<file path="config.mk">
export PLATFORM = sky130hd
export DESIGN_NAME = biquad_iir_filter_unit
export DESIGN_NICKNAME = d
export VERILOG_FILES = /design/src/hdl/bqd_pkg.sv /design/src/hdl/bqd_sequencer.sv /design/src/hdl/bqd_datapath.sv /design/src/hdl/biquad_iir_filter_unit.sv
export SDC_FILE = /design/constraint.sdc
export NUM_CORES = 2
export LEC_CHECK = 0
export BUFFER_PORTS_ARGS = -buffer_cell sky130_fd_sc_hd__buf_2
export CORE_MARGIN = 10
export CORE_UTILIZATION = 59
export CTS_BUF_LIST = sky130_fd_sc_hd__clkbuf_4 sky130_fd_sc_hd__clkbuf_8 sky130_fd_sc_hd__clkbuf_16
export DETAILED_ROUTE_END_ITERATION = 10
export GPL_TIMING_DRIVEN = 0
export HOLD_SLACK_MARGIN = 0.06
export PLACE_DENSITY = 0.78
export SLEW_MARGIN = 20
export SYNTH_ARGS = -nofsm -noshare
export SYNTH_HDL_FRONTEND = slang
export SYNTH_HIERARCHICAL = 1
export SYNTH_SLANG_ARGS = --single-unit
</file>
<file path="constraint.sdc">
create_clock -name i_clk -period 8.8 [get_ports i_clk]
set_input_delay 0.88 -clock i_clk [delete_from_list [all_inputs] [get_ports i_clk]]
set_output_delay 0.88 -clock i_clk [all_outputs]
set_load 0.05 [all_outputs]
</file>
<file path="src/hdl/bqd_pkg.sv">
`default_nettype none

package bqd_pkg;

    localparam int STATE_W   = 64;
    localparam int STEP_W    = 4;
    localparam int CFG_IDX_W = 3;

    localparam logic signed [STATE_W-1:0] STATE_MAX = {1'b0, {(STATE_W-1){1'b1}}};
    localparam logic signed [STATE_W-1:0] STATE_MIN = {1'b1, {(STATE_W-1){1'b0}}};

    typedef logic [STEP_W-1:0] t_step;

    typedef enum logic [CFG_IDX_W-1:0] {
        COEF_B0 = 3'd0,
        COEF_B1 = 3'd1,
        COEF_B2 = 3'd2,
        COEF_A1 = 3'd3,
        COEF_A2 = 3'd4
    } t_coef_sel;

    typedef enum logic [1:0] {
        COND_NEXT,
        COND_WAIT_IN,
        COND_JUMP_OUT_FREE
    } t_cond;

    typedef enum logic {
        MSRC_X,
        MSRC_Y
    } t_mul_src;

    typedef enum logic [2:0] {
        ALU_NOP,
        ALU_LOAD_P,
        ALU_ADD_P_D1,
        ALU_ADD_RND,
        ALU_FORM_Y,
        ALU_SUB_P,
        ALU_ADD_D2
    } t_alu_op;

    typedef struct packed {
        t_cond     cond;
        t_step     target;
        logic      mul_en;
        t_coef_sel mul_coef;
        t_mul_src  mul_src;
        t_alu_op   alu_op;
        logic      ld_x;
        logic      wr_d1;
        logic      wr_d2;
        logic      ld_out;
    } t_ctrl;

    localparam t_ctrl CTRL_NOP = '{
        cond:     COND_NEXT,
        target:   '0,
        mul_en:   1'b0,
        mul_coef: COEF_B0,
        mul_src:  MSRC_X,
        alu_op:   ALU_NOP,
        ld_x:     1'b0,
        wr_d1:    1'b0,
        wr_d2:    1'b0,
        ld_out:   1'b0
    };

    localparam t_step STEP_IDLE = t_step'(0);

    // Microprogram. Step 0 waits for a sample, the last step hands the result
    // to the output register and jumps back to step 0.
    function automatic t_ctrl prog_rom(input t_step step);
        t_ctrl w;
        w = CTRL_NOP;
        case (step)
            4'd0: begin
                w.cond = COND_WAIT_IN;
                w.ld_x = 1'b1;
            end
            4'd1: begin
                w.mul_en   = 1'b1;
                w.mul_coef = COEF_B0;
                w.mul_src  = MSRC_X;
            end
            4'd2: begin
                w.alu_op = ALU_ADD_P_D1;
            end
            4'd3: begin
                w.alu_op = ALU_ADD_RND;
            end
            4'd4: begin
                w.alu_op   = ALU_FORM_Y;
                w.mul_en   = 1'b1;
                w.mul_coef = COEF_B1;
                w.mul_src  = MSRC_X;
            end
            4'd5: begin
                w.alu_op   = ALU_LOAD_P;
                w.mul_en   = 1'b1;
                w.mul_coef = COEF_A1;
                w.mul_src  = MSRC_Y;
            end
            4'd6: begin
                w.alu_op = ALU_SUB_P;
            end
            4'd7: begin
                w.alu_op   = ALU_ADD_D2;
                w.mul_en   = 1'b1;
                w.mul_coef = COEF_B2;
                w.mul_src  = MSRC_X;
            end
            4'd8: begin
                w.wr_d1    = 1'b1;
                w.alu_op   = ALU_LOAD_P;
                w.mul_en   = 1'b1;
                w.mul_coef = COEF_A2;
                w.mul_src  = MSRC_Y;
            end
            4'd9: begin
                w.alu_op = ALU_SUB_P;
            end
            4'd10: begin
                w.cond   = COND_JUMP_OUT_FREE;
                w.target = STEP_IDLE;
                w.wr_d2  = 1'b1;
                w.ld_out = 1'b1;
            end
            default: begin
                w.cond   = COND_JUMP_OUT_FREE;
                w.target = STEP_IDLE;
            end
        endcase
        return w;
    endfunction

    // Saturating add or subtract on the state width; the top bit flags a clip.
    function automatic logic [STATE_W:0] sat_add(
        input logic signed [STATE_W-1:0] a,
        input logic signed [STATE_W-1:0] b,
        input logic                      sub
    );
        logic [STATE_W:0] s;
        if (sub) begin
            s = {a[STATE_W-1], a} - {b[STATE_W-1], b};
        end else begin
            s = {a[STATE_W-1], a} + {b[STATE_W-1], b};
        end
        if (s[STATE_W] != s[STATE_W-1]) begin
            return {1'b1, (s[STATE_W] ? STATE_MIN : STATE_MAX)};
        end
        return {1'b0, s[STATE_W-1:0]};
    endfunction

endpackage

`default_nettype wire

</file>
<file path="src/hdl/bqd_sequencer.sv">
`default_nettype none

module bqd_sequencer
    import bqd_pkg::*;
(
    input  wire   i_clk,
    input  wire   i_rst_n,
    input  wire   i_in_valid,
    input  wire   i_out_free,
    output logic  o_in_ready,
    output t_ctrl o_ctrl,
    output t_step o_step
);

    t_step r_step;
    t_step n_step;
    t_ctrl w_word;
    logic  w_go;

    assign w_word = prog_rom(r_step);

    always_comb begin
        case (w_word.cond)
            COND_NEXT:          w_go = 1'b1;
            COND_WAIT_IN:       w_go = i_in_valid;
            COND_JUMP_OUT_FREE: w_go = i_out_free;
            default:            w_go = 1'b0;
        endcase
    end

    always_comb begin
        n_step = r_step;
        if (w_go) begin
            if (w_word.cond == COND_JUMP_OUT_FREE) begin
                n_step = w_word.target;
            end else begin
                n_step = t_step'(r_step + 1'b1);
            end
        end
    end

    always_comb begin
        o_in_ready = (w_word.cond == COND_WAIT_IN);
        o_ctrl     = w_word;
        if (!w_go) begin
            o_ctrl.mul_en = 1'b0;
            o_ctrl.alu_op = ALU_NOP;
            o_ctrl.ld_x   = 1'b0;
            o_ctrl.wr_d1  = 1'b0;
            o_ctrl.wr_d2  = 1'b0;
            o_ctrl.ld_out = 1'b0;
        end
    end

    assign o_step = r_step;

    always_ff @(posedge i_clk) begin
        if (!i_rst_n) begin
            r_step <= STEP_IDLE;
        end else begin
            r_step <= n_step;
        end
    end

endmodule

`default_nettype wire

</file>
<file path="src/hdl/bqd_datapath.sv">
`default_nettype none

module bqd_datapath
    import bqd_pkg::*;
#(
    parameter int SAMPLE_WIDTH = 24,
    parameter int COEFF_WIDTH  = 32
) (
    input  wire                     i_clk,
    input  wire                     i_rst_n,
    input  wire  t_ctrl             i_ctrl,
    input  wire  [SAMPLE_WIDTH-1:0] i_sample,
    input  wire                     i_cfg_wr_en,
    input  wire  [CFG_IDX_W-1:0]    i_cfg_index,
    input  wire  [COEFF_WIDTH-1:0]  i_cfg_data,
    output logic [SAMPLE_WIDTH-1:0] o_y,
    output logic                    o_clip
);

    localparam int PROD_W    = COEFF_WIDTH + SAMPLE_WIDTH;
    localparam int OUT_SHIFT = COEFF_WIDTH - 4;
    localparam int NUM_COEF  = 5;

    localparam logic signed [STATE_W-1:0] RND_CONST = STATE_W'(1) << (OUT_SHIFT - 1);
    localparam logic signed [STATE_W-1:0] Y_MAX =
        (STATE_W'(1) << (SAMPLE_WIDTH - 1)) - STATE_W'(1);
    localparam logic signed [STATE_W-1:0] Y_MIN = -Y_MAX - STATE_W'(1);
    localparam logic [COEFF_WIDTH-1:0] UNITY = COEFF_WIDTH'(1) << OUT_SHIFT;

    logic signed [COEFF_WIDTH-1:0]  r_coef [NUM_COEF];
    logic signed [SAMPLE_WIDTH-1:0] r_x;
    logic signed [SAMPLE_WIDTH-1:0] r_y;
    logic signed [STATE_W-1:0]      r_prod;
    logic signed [STATE_W-1:0]      r_acc;
    logic signed [STATE_W-1:0]      r_d1;
    logic signed [STATE_W-1:0]      r_d2;
    logic                           r_clip;

    logic signed [STATE_W-1:0]      n_acc;
    logic signed [SAMPLE_WIDTH-1:0] n_y;
    logic                           n_clip;

    logic signed [COEFF_WIDTH-1:0]  w_coef;
    logic signed [SAMPLE_WIDTH-1:0] w_opnd;
    logic signed [PROD_W-1:0]       w_prod_full;
    logic signed [STATE_W-1:0]      w_prod;
    logic signed [STATE_W-1:0]      w_a;
    logic signed [STATE_W-1:0]      w_b;
    logic                           w_sub;
    logic [STATE_W:0]               w_sum;
    logic signed [STATE_W-1:0]      w_shifted;

    assign w_coef      = r_coef[i_ctrl.mul_coef];
    assign w_opnd      = (i_ctrl.mul_src == MSRC_Y) ? r_y : r_x;
    assign w_prod_full = w_coef * w_opnd;

    generate
        if (PROD_W >= STATE_W) begin : g_prod_wrap
            assign w_prod = w_prod_full[STATE_W-1:0];
        end else begin : g_prod_ext
            assign w_prod = {{(STATE_W-PROD_W){w_prod_full[PROD_W-1]}}, w_prod_full};
        end
    endgenerate

    always_comb begin
        w_a   = r_acc;
        w_b   = '0;
        w_sub = 1'b0;
        case (i_ctrl.alu_op)
            ALU_ADD_P_D1: begin
                w_a = r_prod;
                w_b = r_d1;
            end
            ALU_ADD_RND: w_b = RND_CONST;
            ALU_SUB_P: begin
                w_b   = r_prod;
                w_sub = 1'b1;
            end
            ALU_ADD_D2:  w_b = r_d2;
            default:     w_b = '0;
        endcase
    end

    assign w_sum     = sat_add(w_a, w_b, w_sub);
    assign w_shifted = r_acc >>> OUT_SHIFT;

    always_comb begin
        n_acc  = r_acc;
        n_y    = r_y;
        n_clip = r_clip;
        case (i_ctrl.alu_op)
            ALU_LOAD_P: n_acc = r_prod;
            ALU_ADD_P_D1, ALU_ADD_RND, ALU_SUB_P, ALU_ADD_D2: begin
                n_acc  = w_sum[STATE_W-1:0];
                n_clip = r_clip | w_sum[STATE_W];
            end
            ALU_FORM_Y: begin
                if (w_shifted > Y_MAX) begin
                    n_y    = Y_MAX[SAMPLE_WIDTH-1:0];
                    n_clip = 1'b1;
                end else if (w_shifted < Y_MIN) begin
                    n_y    = Y_MIN[SAMPLE_WIDTH-1:0];
                    n_clip = 1'b1;
                end else begin
                    n_y = w_shifted[SAMPLE_WIDTH-1:0];
                end
            end
            default: n_acc = r_acc;
        endcase
        if (i_ctrl.ld_x) begin
            n_clip = 1'b0;
        end
    end

    always_ff @(posedge i_clk) begin
        r_acc  <= n_acc;
        r_y    <= n_y;
        r_clip <= n_clip;
        if (i_ctrl.ld_x) begin
            r_x <= i_sample;
        end
        if (i_ctrl.mul_en) begin
            r_prod <= w_prod;
        end
    end

    always_ff @(posedge i_clk) begin
        if (!i_rst_n) begin
            r_coef[COEF_B0] <= UNITY;
            r_coef[COEF_B1] <= '0;
            r_coef[COEF_B2] <= '0;
            r_coef[COEF_A1] <= '0;
            r_coef[COEF_A2] <= '0;
            r_d1            <= '0;
            r_d2            <= '0;
        end else begin
            if (i_ctrl.wr_d1) begin
                r_d1 <= r_acc;
            end
            if (i_ctrl.wr_d2) begin
                r_d2 <= r_acc;
            end
            if (i_cfg_wr_en && (i_cfg_index inside {[COEF_B0:COEF_A2]})) begin
                r_coef[i_cfg_index] <= i_cfg_data;
                r_d1                <= '0;
                r_d2                <= '0;
            end
        end
    end

    assign o_y    = r_y;
    assign o_clip = r_clip;

endmodule

`default_nettype wire

</file>
<file path="src/hdl/biquad_iir_filter_unit.sv">
`default_nettype none

// Each sample runs through the 11-step microprogram that shares a single
// multiplier and a single saturating adder; no new sample is taken before the
// program is back at step 0, and the last step waits while the output register
// is still held by a stalled downstream side.
// Reset (synchronous, active low) clears both delay states, sets b0 to 1.0 and
// the other coefficients to zero, and empties the output register.
module biquad_iir_filter_unit
    import bqd_pkg::*;
#(
    parameter int SAMPLE_WIDTH = 24,
    parameter int COEFF_WIDTH  = 32
) (
    input  wire                               i_clk,
    input  wire                               i_rst_n,
    input  wire                               i_s_axis_tvalid,
    output logic                              o_s_axis_tready,
    // sample_in
    input  wire  [((SAMPLE_WIDTH+7)/8)*8-1:0] i_s_axis_tdata,
    output logic                              o_m_axis_tvalid,
    input  wire                               i_m_axis_tready,
    // sample_out
    output logic [((SAMPLE_WIDTH+7)/8)*8-1:0] o_m_axis_tdata,
    // clipped
    output logic                              o_m_axis_tuser,
    input  wire                               i_cfg_wr_en,
    input  wire  [CFG_IDX_W-1:0]              i_cfg_index,
    input  wire  [COEFF_WIDTH-1:0]            i_cfg_data
);

    localparam int TDATA_W = ((SAMPLE_WIDTH + 7) / 8) * 8;

    t_ctrl                   w_ctrl;
    t_step                   w_step;
    logic                    w_out_free;
    logic [SAMPLE_WIDTH-1:0] w_y;
    logic                    w_clip;

    logic                    r_out_valid;
    logic [SAMPLE_WIDTH-1:0] r_out_sample;
    logic                    r_out_clip;

    assign w_out_free = !r_out_valid || i_m_axis_tready;

    bqd_sequencer u_seq (
        .i_clk      (i_clk),
        .i_rst_n    (i_rst_n),
        .i_in_valid (i_s_axis_tvalid),
        .i_out_free (w_out_free),
        .o_in_ready (o_s_axis_tready),
        .o_ctrl     (w_ctrl),
        .o_step     (w_step)
    );

    bqd_datapath #(
        .SAMPLE_WIDTH (SAMPLE_WIDTH),
        .COEFF_WIDTH  (COEFF_WIDTH)
    ) u_dp (
        .i_clk       (i_clk),
        .i_rst_n     (i_rst_n),
        .i_ctrl      (w_ctrl),
        .i_sample    (i_s_axis_tdata[SAMPLE_WIDTH-1:0]),
        .i_cfg_wr_en (i_cfg_wr_en),
        .i_cfg_index (i_cfg_index),
        .i_cfg_data  (i_cfg_data),
        .o_y         (w_y),
        .o_clip      (w_clip)
    );

    always_ff @(posedge i_clk) begin
        if (!i_rst_n) begin
            r_out_valid <= 1'b0;
        end else if (w_ctrl.ld_out) begin
            r_out_valid <= 1'b1;
        end else if (i_m_axis_tready) begin
            r_out_valid <= 1'b0;
        end
    end

    always_ff @(posedge i_clk) begin
        if (w_ctrl.ld_out) begin
            r_out_sample <= w_y;
            r_out_clip   <= w_clip;
        end
    end

    assign o_m_axis_tvalid = r_out_valid;
    assign o_m_axis_tdata  = TDATA_W'(r_out_sample);
    assign o_m_axis_tuser  = r_out_clip;

`ifndef ASSERT_OFF
    a_busy_after_accept: assert property (@(posedge i_clk) disable iff (!i_rst_n)
        (i_s_axis_tvalid && o_s_axis_tready) |=> (!o_s_axis_tready && w_step != STEP_IDLE))
        else $error("sequencer took a new sample while busy");

    a_no_overwrite: assert property (@(posedge i_clk) disable iff (!i_rst_n)
        w_ctrl.ld_out |-> (!r_out_valid || i_m_axis_tready))
        else $error("result register overwritten before it was taken");

    a_valid_from_program: assert property (@(posedge i_clk) disable iff (!i_rst_n)
        $rose(o_m_axis_tvalid) |-> $past(w_ctrl.ld_out))
        else $error("output valid rose without a result from the microprogram");
`endif

endmodule

`default_nettype wire
</file>
==> results.toml <==
[status]
outcome = "finished, violations left"
violations = "negative setup slack"

[grt]
use_met1_pct = 44.70
track_usage_pct = 36.08
grt_first_pass_wirelength_mm = 291.4
grt_max_degree = 40
grt_pass1_vias = 46430
antenna_found_initial = 4
use_met2_pct = 56.33
grt-ovfl-total = 0
met3_usage_pct = 8.448
busiest_layer = "met2"

[die]
initial_core_util_pct = 59.56
die_w_um = 329.9
core_um2 = 95150
placement_rows = 113
pin_count = 91
die_area_um2 = 108900
die_h_um = 329.9

[clock_tree]
holdBufCountCts = 0
cts_max_path_buffers = 3
cts.clk_slew.worst_paths_ns = 0.06
cts_tree = "built"
clk_latency_ns = 0.64
numCtsBuffers = 68
clkSinkCount = 583
cts_root_buf = "clkbuf_16"
h-tree-depth = 3

[layout]
syn_to_final_growth_pct = 15.32
design_area_um2 = 65350
nNetsFinal = 7130
stdcell_count = 7385
final_cell_mix = "inv_1 (784), fa_1 (762), nand2_1 (721)"
drive_gt1_share_pct = 14.47
layout_commonest_cell = "inv_1"

[sta]
min_period_over_period_pct = 104.9
hold_viol_final = 0
fmax_mhz = 108.3
finalSetupViolations = 14
fin_ws_ns = -0.4318
relSlewSlack_pct = 26.92
drv_slew = 0
tightest_slew_ns = 1.091
finClkSkew_ns = 0.02761
fin_crit_ns = 9.232
rsz0062_at_grt = "yes"
hold_ws_ns = 0.4201

[setup_path]
path_common_cell = "fa_1"
worstPathArrival_ns = 9.61
crit_type = "reg -> reg"
cp.required_ns = 9.18
cp_max_fo = 10
max_stage_delay_ns = 0.57
cp-start-kind = "flip-flop"
endpoint_kind = "flip-flop"
cpMaxStageDelayCell = "mux4_2"

[synthesis]
ys_warn_count = 6
syn_avg_cell_area_um2 = 9.986
synth_cells = 5675
syn_area_um2 = 56670

[placement]
dpl-instance-area_um2 = 59560
place.port_buffers = 90
place_inst = 7142
hpwlAfterDp_mm = 148.8
place.gp.congestion = 1.068

[detailed_routing]
via_count = 45140
drc_errors = 0
drt-total-wl_mm = 196.5
vias_per_cell = 6.113
drt_first_pass_iters = 6
ant_nets = 0
drt_iter0_drc = 5193
wl_per_cell_um = 26.61

[worst_hold_path]
holdCritPathClass = "in -> reg"

[flow_run]
max_cap_violations = 0
-- flip-flops by register name, indices dropped and copies added (netlist names) --
register and count:
u_dp/r_coef 256, u_dp/r_acc 64, u_dp/o_clip 1, o_m_axis_tuser 1
u_dp/r_prod 56, o_m_axis_tdata 24, o_m_axis_tvalid 1, u_dp/o_y 24
u_seq/o_step 4, u_dp/r_d2 64, u_dp/r_x 24, u_dp/r_d1 64
-- per-layer routing --
metal,part of all wire (%),wire length (um),vias up
met4,8.5,16730,2
li1,-,-,19070
met3,11,21910,769
met1,36,70060,22280
met2,45,87830,3022
met5,0.0066,13,-
-- metrics by stage --
stage | setup TNS (ns) | setup slack, ns | utilization, %
floorplan | 0 | 0.001505 | -
global placement | -195.18 | -2.966 | 62.16
detailed placement | -185.68 | -2.860 | 62.59
CTS | -1.226 | -0.2510 | 68.14
global route | -6.485 | -0.6015 | 68.68
finish | -3.443 | -0.4318 | 68.68
-- layout make-up --
| cell class | instances | area, um^2 |
|---|---|---|
| diodes | 4 | 10.01 |
| plain buffers | 284 | 2135 |
| clock buffers | 93 | 1968 |
| clock inverters | 30 | 320.3 |
| fillers | 7121 | 29800 |
| inverters | 798 | 3020 |
| multi-input cells | 4091 | 38190 |
| flip-flops and latches | 583 | 16170 |
| well taps | 1265 | 1583 |
| repair buffers | 237 | 1957 |
-- worst paths after layout --
kind,from,to,slack [ns],cells past startpoint
max,u_seq/o_step[0]$_SDFFE_PN0P_,u_dp/r_prod[53]$_DFFE_PP_,-0.43,36
min,i_s_axis_tdata[7],u_dp/r_x[7]$_DFFE_PP_,0.42,1
max reg2reg,u_seq/o_step[0]$_SDFFE_PN0P_,u_dp/r_prod[53]$_DFFE_PP_,-0.43,36
min reg2reg,u_dp/r_d1[17]$_SDFFE_PP0P_,u_dp/r_d1[17]$_SDFFE_PP0P_,0.49,2
-- timing repair --
| item | 4_1_cts | 5_1_grt |
|---|---|---|
| resized for setup | 524 | 104 |
| hold endpoints to repair | 0 | 0 |
| endpoints found under the setup margin | 108 | 85 |
| setup buffers | 107 | 21 |
| pin swaps | 72 | 28 |
| cloned | 2 | 0 |
-- critical path: cells and delay by family, from the launching register on --
kind                     cells  cell delay (ns)
adder cells (fa/ha/maj)      9             3.96
buffers and inverters       10             1.24
AND/OR/NAND/NOR              7             1.21
AO/OA/AOI/OAI                7             1.08
multiplexers                 2             0.92
flip-flops                   1             0.39
XOR/XNOR                     1             0.15
Power is left out: the tool's default activity adds up to more than one toggle a clock period on the data nets, which glitch-free logic cannot reach.
